==> config.mk <==
export PLATFORM = sky130hd
export DESIGN_NAME = user_id_table_flat
export DESIGN_NICKNAME = d
export VERILOG_FILES = /design/src/uid_pkg.sv /design/src/uid_if.sv /design/src/uid_slot_ram.sv /design/src/user_id_table.sv /design/src/flat_wrapper.sv
export SDC_FILE = /design/constraint.sdc
export NUM_CORES = 1
export LEC_CHECK = 0
export BUFFER_PORTS_ARGS = -buffer_cell sky130_fd_sc_hd__buf_2
export CORE_UTILIZATION = 60
export CTS_BUF_LIST = sky130_fd_sc_hd__clkbuf_4 sky130_fd_sc_hd__clkbuf_8 sky130_fd_sc_hd__clkbuf_16
export DETAILED_ROUTE_END_ITERATION = 8
export MAX_ROUTING_LAYER = met4
export PLACE_DENSITY_LB_ADDON = 0.08
export SYNTH_ARGS = -nofsm -noshare
export SYNTH_HDL_FRONTEND = slang
export SYNTH_HIERARCHICAL = 1
export SYNTH_SLANG_ARGS = --single-unit
==> constraint.sdc <==
create_clock -name i_clk -period 10.5 [get_ports i_clk]
set_clock_uncertainty 0.1 [all_clocks]
set_input_delay 1.05 -clock i_clk [delete_from_list [all_inputs] [get_ports i_clk]]
set_output_delay 1.05 -clock i_clk [all_outputs]
set_load 0.1 [all_outputs]
==> src/uid_pkg.sv <==
package uid_pkg;

    localparam int SLOTS    = 16;
    localparam int ID_BYTES = 8;

    localparam int KEY_W  = 64;
    localparam int LEN_W  = 4;
    localparam int OP_W   = 2;
    localparam int SLOT_W = (SLOTS > 1) ? $clog2(SLOTS) : 1;
    localparam int CNT_W  = SLOT_W + 1;

    localparam logic [OP_W-1:0] OP_ADD   = 2'd0;
    localparam logic [OP_W-1:0] OP_DEL   = 2'd1;
    localparam logic [OP_W-1:0] OP_CHECK = 2'd2;

    typedef struct packed {
        logic [LEN_W-1:0] len;
        logic [KEY_W-1:0] key;
    } t_slot;

    typedef struct packed {
        logic              en;
        logic [SLOT_W-1:0] addr;
        t_slot             data;
    } t_wr_req;

    typedef struct packed {
        logic              en;
        logic [SLOT_W-1:0] addr;
    } t_rd_req;

    // keeps the low len bytes of a key
    function automatic logic [KEY_W-1:0] key_mask(input logic [LEN_W-1:0] len);
        logic [KEY_W-1:0] m;
        m = '0;
        for (int b = 0; b < KEY_W / 8; b++) begin
            if (LEN_W'(b) < len) begin
                m[8*b +: 8] = 8'hFF;
            end
        end
        return m;
    endfunction

endpackage

==> src/uid_if.sv <==
interface uid_req_if;
    logic                       valid;
    logic                       ready;
    logic [uid_pkg::OP_W-1:0]   opcode;
    logic [uid_pkg::KEY_W-1:0]  key_bytes;
    logic [uid_pkg::LEN_W-1:0]  key_length;

    modport source (output valid, opcode, key_bytes, key_length, input ready);
    modport sink   (input valid, opcode, key_bytes, key_length, output ready);
endinterface

interface uid_rsp_if;
    logic valid;
    logic ready;
    logic ok;

    modport source (output valid, ok, input ready);
    modport sink   (input valid, ok, output ready);
endinterface

==> src/uid_slot_ram.sv <==
module uid_slot_ram (
    input  logic             i_clk,
    input  logic             i_rst_n,
    input  uid_pkg::t_wr_req i_wr,
    input  uid_pkg::t_rd_req i_rd,
    output uid_pkg::t_slot   o_rd_data
);

    uid_pkg::t_slot r_mem [uid_pkg::SLOTS];
    logic [uid_pkg::SLOTS-1:0] r_vld;
    uid_pkg::t_slot r_rd_data;
    logic           r_rd_vld;

    always_ff @(posedge i_clk) begin
        if (!i_rst_n) begin
            r_vld <= '0;
        end else if (i_wr.en) begin
            r_vld[i_wr.addr] <= 1'b1;
        end
    end

    always_ff @(posedge i_clk) begin
        if (i_wr.en) begin
            r_mem[i_wr.addr] <= i_wr.data;
        end
        if (i_rd.en) begin
            r_rd_data <= r_mem[i_rd.addr];
            r_rd_vld  <= r_vld[i_rd.addr];
        end
    end

    // never-written slots read as free
    assign o_rd_data = r_rd_vld ? r_rd_data : '0;

endmodule

==> src/user_id_table.sv <==
// channel  | dir | payload                              | handshake
// i_req    | in  | opcode, key_bytes[63:0], key_length  | valid/ready
// o_rsp    | out | ok                                   | valid/ready
//
// One request at a time: accept, then a scan of one slot per cycle through the
// slot RAM (registered read), stopping at the first hit; a bad length or unused
// opcode is refused without a scan.
// Add/delete write back into the slot being compared, so no forwarding is needed.
// Reset (synchronous, i_rst_n low) clears the per-slot valid flags: all slots free.
// A stalled response holds in the output register; the next request is accepted
// meanwhile and waits at the end of its scan until the register frees up.
module user_id_table (
    input  logic        i_clk,
    input  logic        i_rst_n,
    uid_req_if.sink     i_req,
    uid_rsp_if.source   o_rsp
);

    typedef enum logic [1:0] {
        ST_IDLE,
        ST_SCAN,
        ST_DONE
    } t_state;

    t_state                        r_state;
    logic [uid_pkg::OP_W-1:0]      r_op;
    logic [uid_pkg::LEN_W-1:0]     r_len;
    logic [uid_pkg::KEY_W-1:0]     r_key;
    logic [uid_pkg::CNT_W-1:0]     r_rd_cnt;
    logic                          r_cmp_vld;
    logic [uid_pkg::SLOT_W-1:0]    r_cmp_idx;
    logic                          r_ok;
    logic                          r_out_valid;
    logic                          r_out_ok;

    uid_pkg::t_slot   rd_data;
    uid_pkg::t_rd_req rd_req;
    uid_pkg::t_wr_req wr_req;
    logic             slot_free;
    logic             slot_match;
    logic             hit;
    logic             do_wr;
    logic             eval;
    logic             last;
    logic             len_ok;
    logic             op_ok;

    uid_slot_ram u_ram (
        .i_clk     (i_clk),
        .i_rst_n   (i_rst_n),
        .i_wr      (wr_req),
        .i_rd      (rd_req),
        .o_rd_data (rd_data)
    );

    always_comb begin
        slot_free  = (rd_data.len == '0);
        slot_match = (rd_data.len == r_len) && (rd_data.key == r_key);
        case (r_op)
            uid_pkg::OP_ADD: begin
                hit   = slot_free || slot_match;
                do_wr = slot_free;
            end
            uid_pkg::OP_DEL: begin
                hit   = slot_match;
                do_wr = slot_match;
            end
            default: begin
                hit   = slot_match;
                do_wr = 1'b0;
            end
        endcase

        eval = (r_state == ST_SCAN) && r_cmp_vld;
        last = (r_cmp_idx == uid_pkg::SLOT_W'(uid_pkg::SLOTS - 1));

        rd_req.en   = (r_state == ST_SCAN) && (r_rd_cnt < uid_pkg::CNT_W'(uid_pkg::SLOTS));
        rd_req.addr = r_rd_cnt[uid_pkg::SLOT_W-1:0];

        wr_req.en       = eval && do_wr;
        wr_req.addr     = r_cmp_idx;
        wr_req.data.len = (r_op == uid_pkg::OP_ADD) ? r_len : '0;
        wr_req.data.key = (r_op == uid_pkg::OP_ADD) ? r_key : '0;

        len_ok = (i_req.key_length != '0)
              && (i_req.key_length <= uid_pkg::LEN_W'(uid_pkg::ID_BYTES));
        op_ok  = (i_req.opcode == uid_pkg::OP_ADD) || (i_req.opcode == uid_pkg::OP_DEL)
              || (i_req.opcode == uid_pkg::OP_CHECK);
    end

    always_ff @(posedge i_clk) begin
        if (!i_rst_n) begin
            r_state     <= ST_IDLE;
            r_cmp_vld   <= 1'b0;
            r_out_valid <= 1'b0;
        end else begin
            if (r_out_valid && o_rsp.ready && (r_state != ST_DONE)) begin
                r_out_valid <= 1'b0;
            end
            case (r_state)
                ST_IDLE: begin
                    if (i_req.valid) begin
                        r_op      <= i_req.opcode;
                        r_len     <= i_req.key_length;
                        r_key     <= i_req.key_bytes & uid_pkg::key_mask(i_req.key_length);
                        r_rd_cnt  <= '0;
                        r_cmp_vld <= 1'b0;
                        r_ok      <= 1'b0;
                        r_state   <= (len_ok && op_ok) ? ST_SCAN : ST_DONE;
                    end
                end
                ST_SCAN: begin
                    r_cmp_vld <= rd_req.en && !(eval && (hit || last));
                    r_cmp_idx <= rd_req.addr;
                    if (rd_req.en) begin
                        r_rd_cnt <= r_rd_cnt + uid_pkg::CNT_W'(1);
                    end
                    if (eval && (hit || last)) begin
                        r_ok      <= hit;
                        r_state   <= ST_DONE;
                    end
                end
                ST_DONE: begin
                    if (!r_out_valid || o_rsp.ready) begin
                        r_out_valid <= 1'b1;
                        r_out_ok    <= r_ok;
                        r_state     <= ST_IDLE;
                    end else begin
                        r_out_valid <= 1'b1;
                    end
                end
                default: begin
                    r_state <= ST_IDLE;
                end
            endcase
        end
    end

    assign i_req.ready = (r_state == ST_IDLE);
    assign o_rsp.valid = r_out_valid;
    assign o_rsp.ok    = r_out_ok;

endmodule

==> src/flat_wrapper.sv <==
// flat-port wrapper written by rule: the top's interface ports become plain ports
module user_id_table_flat 
  (i_clk, i_rst_n, i_req_valid, i_req_opcode, i_req_key_bytes, i_req_key_length, i_req_ready, o_rsp_valid, o_rsp_ok, o_rsp_ready);
  uid_req_if i_req_i ();
  uid_rsp_if o_rsp_i ();
  input  logic i_clk;
  input  logic i_rst_n;
  input wire logic [$bits(i_req_i.valid)-1:0] i_req_valid;
  input wire logic [$bits(i_req_i.opcode)-1:0] i_req_opcode;
  input wire logic [$bits(i_req_i.key_bytes)-1:0] i_req_key_bytes;
  input wire logic [$bits(i_req_i.key_length)-1:0] i_req_key_length;
  output wire logic [$bits(i_req_i.ready)-1:0] i_req_ready;
  output wire logic [$bits(o_rsp_i.valid)-1:0] o_rsp_valid;
  output wire logic [$bits(o_rsp_i.ok)-1:0] o_rsp_ok;
  input wire logic [$bits(o_rsp_i.ready)-1:0] o_rsp_ready;
  assign i_req_i.valid = i_req_valid;
  assign i_req_i.opcode = i_req_opcode;
  assign i_req_i.key_bytes = i_req_key_bytes;
  assign i_req_i.key_length = i_req_key_length;
  assign i_req_ready = i_req_i.ready;
  assign o_rsp_valid = o_rsp_i.valid;
  assign o_rsp_ok = o_rsp_i.ok;
  assign o_rsp_i.ready = o_rsp_ready;
  user_id_table u_core (.i_clk(i_clk), .i_rst_n(i_rst_n), .i_req(i_req_i), .o_rsp(o_rsp_i));
endmodule
[Yosys cells after proc, flatten, opt, wreduce, memory -nomap -nowiden]
Memory sizes are Yosys's and may differ from the RTL's. A register that Yosys moved wholly into a read port is not among the register bits.
Cells that the tools add are included.
Storage, ports and cells
  register bits: 102
  RAM bits: 1088
  bits of input ports: 74
  output and inout port bits: 3
  logic and storage cells: 131
  memories: 1
Memories
  u_core.u_ram.r_mem: depth 16, width 68, rd ports 1, clocked after memory_dff 1, write ports 1, line uid_slot_ram.sv:9  | uid_pkg::t_slot r_mem [uid_pkg::SLOTS];
Operators by class
  add/subtract/negate cells: 1
  order comparisons: 13
  equality and inequality tests: 13
  muxes and demuxes: 57
  bitwise operators: 2
  reductions and logical operators: 32
Operators with widths (count)
  two-way mux 8 bit: 32
  two-way mux 68 bit: 1
  bitwise AND 64 bit: 1
  == test 64 bit: 1
  two-way mux 64 bit: 1
  less-than comparator 3 x 4 -> 1 bit, first input constant: 4
  bitwise OR 16 bit: 1
  logical AND 1 bit: 11
  less-than comparator 4 x 5 -> 1 bit, second input constant: 2
  two-way mux 5 bit: 2
  case mux 5 bit (2 select lines): 1
  two-way mux 1 bit: 9
  AND reduction 3 bit: 3
  less-than comparator 1 x 4 -> 1 bit, first input constant: 2
  less-than comparator 2 x 4 -> 1 bit, first input constant: 2
  two-way mux 2 bit: 4
  AND reduction 4 bit: 2
  == test 2 x 1 -> 1 bit, second input constant: 3
  zero test 2 bit: 3
  != test 2 bit, second input constant: 3
  case mux 1 bit (2 select lines): 3
  case mux 2 bit (3 select lines): 1
  adder 5 x 1 -> 5 bit, second input constant: 1
  logical OR 1 bit: 5
  15 further kinds: 20

[Logic depth before layout (Yosys ltp)]
  depth in word-level cells: 10
  gate-level depth with buffers: 12
  mapped depth without buffers: 10

[By module]
Netlist, hierarchy kept.
Modules (own cells, without submodules)
  uid_slot_ram: instances 1, cells an instance 1869, area each 43807.0 µm², seq. area each 35063.6 µm²
  user_id_table: instances 1, cells an instance 381, area each 4506.8 µm², seq. area each 2512.4 µm²

[Worst setup path before layout]
No wires, ideal clock.
  path kind: register to register
  start point: register u_core.u_ram.r_rd_vld
  end point: memory u_core/u_ram/r_mem[0][0] (netlist bit) (enable)
  setup time: 0.580 ns
  arrival time: 7.234 ns
  required time: 9.820 ns
  slack: 2.586 ns
  stages on the path, launching flop included: 12
  buffers on the path: 2
  clock period less this slack: 7.914 ns
  cell sequence: edfxtp_1 > clkbuf_1 > clkbuf_1 > and2_1 > xor2_1 > nor4_1 > nand4_1 > nor3_2 > nand4b_1 > a21oi_1 > or3b_2 > nor3_1
RTL lines
  start, declared: line uid_slot_ram.sv:12  | logic r_rd_vld;
  start signal, assigned: line uid_slot_ram.sv:28  | r_rd_vld <= r_vld[i_rd.addr];
  end, declared: line uid_slot_ram.sv:9

==> results.yml <==
global_route:
  grtUsageMet3_pct: 5.22
  grt_pass1_wl_um: 162000
  grt.busiest_layer: "met2"
  grt_use_total_pct: 29.0
  grt_pass1_vias: 23437
  antenna_found_initial: 4
  met2_usage_pct: 43.7
  gr-usage-met1_pct: 41.0
  grt_max_degree: 154
  gr-total-overflow: 0
yosys:
  syn_area_um2: 48300
  synth_common_cells: "1238 x edfxtp_1, 273 x mux4_2, 154 x and2_1"
  synth_top_flop_cell: "edfxtp_1"
  synth_enable_flop_cells: 1238
  ys_ff_latch: 1258
  ys_top_cells_by_area: "edfxtp_1 77%, mux4_2 13%, a22oi_1 2.1%"
  yosysUniqueCellTypes: 44
  synth_top_cell_area_share_pct: 76.9
  synthArstFlopShare_pct: 0
  syn_area_per_cell_um2: 21.5
  syn_nets: 2325
  ys_warn_count: 6
  synth.most_common_cell: "edfxtp_1"
  yosysSeqAreaShare_pct: 77.8
  synth_area_leader_cell: "edfxtp_1"
  syn_inst: 2250
layout:
  area_growth_pct: 11.5
  fillCellCount: 5067
  final_nets: 2457
  multi_input_area_um2: 10300
  seqCellArea_um2: 37600
  final_layout_size_suffix_gt1_share_pct: 24.8
job:
  maxCapViolCount: 0
pwr:
  leakage_uw: 0.0174
  power_density_nw_per_um2: 194
  seq_power_share_pct: 53.6
  p_comb_share_pct: 5.4
  peakVddDrop_mv: 0.159
  clock_power_share_pct: 41.0
  p_switching_uw: 2150
  swShare_pct: 20.6
  internal-power_uw: 8280
sta:
  layout_setup_ws_ns: 4.77
  report.final.hold_viol_count: 0
  fin_crit_sh_pct: 54.6
  fmax_ghz: 0.175
  rsz0062_at_grt: "no"
  tns_ns: 0
  slew_viol_final: 0
  setup_viol_count_final: 0
  fin_crit_ns: 5.73
  max_slew_margin_pct: 12.9
  max_slew.worst_pin.slew_ns: 1.30
clock_tree:
  cts_buffer_depth: 3
  clock-sinks: 1258
  clk_pin_slew_ns: 0.06
  cts_made_buffers: 119
  cts_tree: "done"
  cts_setup_buffers: 0
  htreeDepth: 3
  cts-hold-fix-buffers: 0
  ctsResizeCount: 0
  cts_root_buffer: "clkbuf_16"
  clock_latency_ns: 0.67
critical_path:
  cp.arrival_ns: 5.91
  worstSetupPathType: "flip-flop to flip-flop"
  critPathCaptureType: "flip-flop"
  cp_max_fo: 65
  cp.required_ns: 10.68
  critPathLaunchType: "flip-flop"
floorplanning:
  core_um2: 79400
  die_area_um2: 81700
  start_util_pct: 60.9
  io_pins: 77
  die_w_um: 286
  rows: 103
  die_h_um: 286
outcome:
  outcome: "finished, final reports clean"
route:
  drt-wirelength-per-cell_um: 31.9
  ant_nets: 0
  routed_via_density: 6.56
  wl_um: 113000
  drt_iter0_drc: 2851
  drc: 0
  firstDrtPassIters: 6
  dr_total_vias: 23123
hold_path:
  hp-class: "flip-flop to flip-flop"
placement:
  place_ws_ns: 4.82
  gp_congestion: 0.842
  dpl.hpwl_um: 61400
  port_buffers: 76
==> stage by stage <==
stage	std cells	cell area [um2]	hold slack, ns	power (uW)	util, %
final	3527	53900	0.348	10400	67.9
after global routing	3526	53900	0.348	10700	67.9
after CTS	3526	53900	0.336	10500	67.9
after detailed placement	3311	50000	0.317	6260	62.9
after global placement	3311	50000	0.315	6250	62.9
after floorplan	2250	48300	0.300	6060	-
==> kinds of logic (layout without fill, tap and decap cells) <==
group	count (synthesis)	after routing	share of synthesized area, %
flip-flops	1258	1258	77.8
AND/OR/NAND/NOR	358	358	4.16
multiplexers	277	277	12.9
AO/OA/AOI/OAI	170	170	2.62
buffers and inverters	115	341	1.22
XOR/XNOR	71	71	1.29
adder cells (fa/ha/maj)	1	1	0.0259
other	0	1	0
==> critical path: stages, from the launching register on <==
cell	delay (ns)
edfxtp_1	0.37
buf_4	0.51
and2_1	0.24
xor2_1	0.09
nor4_1	0.58
nand3_1	0.20
nor3_2	0.39
nand4b_1	0.15
a21oi_1	0.31
nand3b_1	0.34
nor2_4	1.09
buf_4	0.83
==> path summary, 6_finish.rpt <==
kind / from / end / slack [ns] / depth (start not counted)
max reg2reg: u_core/u_ram/r_rd_vld / u_core/u_ram/r_mem[9][48] / 4.77 / 11
max: u_core/u_ram/r_rd_vld / u_core/u_ram/r_mem[9][48] / 4.77 / 11
min reg2reg: u_core/r_ok / u_core/o_rsp.ok / 0.35 / 0
min: u_core/r_ok / u_core/o_rsp.ok / 0.35 / 0
==> final cells by class <==
class / instances / share of cell area, %
diodes: 1 / 0.00464
clock buffers: 149 / 6.09
clock inverters: 66 / 1.18
inverters: 3 / 0.0255
multi-input cells: 877 / 19.1
flip-flops and latches: 1258 / 69.7
well taps: 1050 / 2.44
repair buffers: 123 / 1.41
==> cells in the final DEF (no fill, tap or decap), drive strengths merged, types with 24 or more instances in the layout <==
| master | Yosys | layout |
|---|---|---|
| clkinv | 0 | 50 |
| xor2 | 61 | 61 |
| mux4 | 276 | 276 |
| nor2b | 53 | 53 |
| buf | 60 | 123 |
| nand2 | 76 | 76 |
| and2 | 155 | 155 |
| clkbuf | 52 | 149 |
| a22oi | 138 | 138 |
| nor2 | 24 | 24 |
| edfxtp | 1238 | 1238 |
==> state kept, by name, indices dropped and copies added, names as in the netlist <==
register / count
u_core/r_ok: 1
u_core/o_rsp.valid: 1
u_core/o_rsp.ok: 1
u_core/r_op: 2
u_core/r_state: 2
u_core/u_ram/r_rd_data: 68
u_core/r_len: 4
u_core/r_cmp_idx: 4
u_core/u_ram/r_vld: 16
u_core/r_cmp_vld: 1
u_core/u_ram/r_rd_vld: 1
u_core/r_rd_cnt: 5
u_core/u_ram/r_mem: 1088
u_core/r_key: 64
==> power groups by stage <==
stage                     clock [uW]  sequential [uW]  combinational [uW]
after floorplan                    0             5670                 391
after detailed placement           0             5690                 567
after global routing            4510             5590                 604
final                           4280             5590                 567
after CTS                       4330             5590                 570
after global placement             0             5690                 560
==> layer usage <==
layer | part of all wire (%) | up-vias
li1 | - | 9530
met1 | 41 | 12370
met2 | 48 | 1053
met3 | 8.2 | 170
met4 | 3.2 | 0
met5 | 0 | -
(Power assumes the default switching activity.)
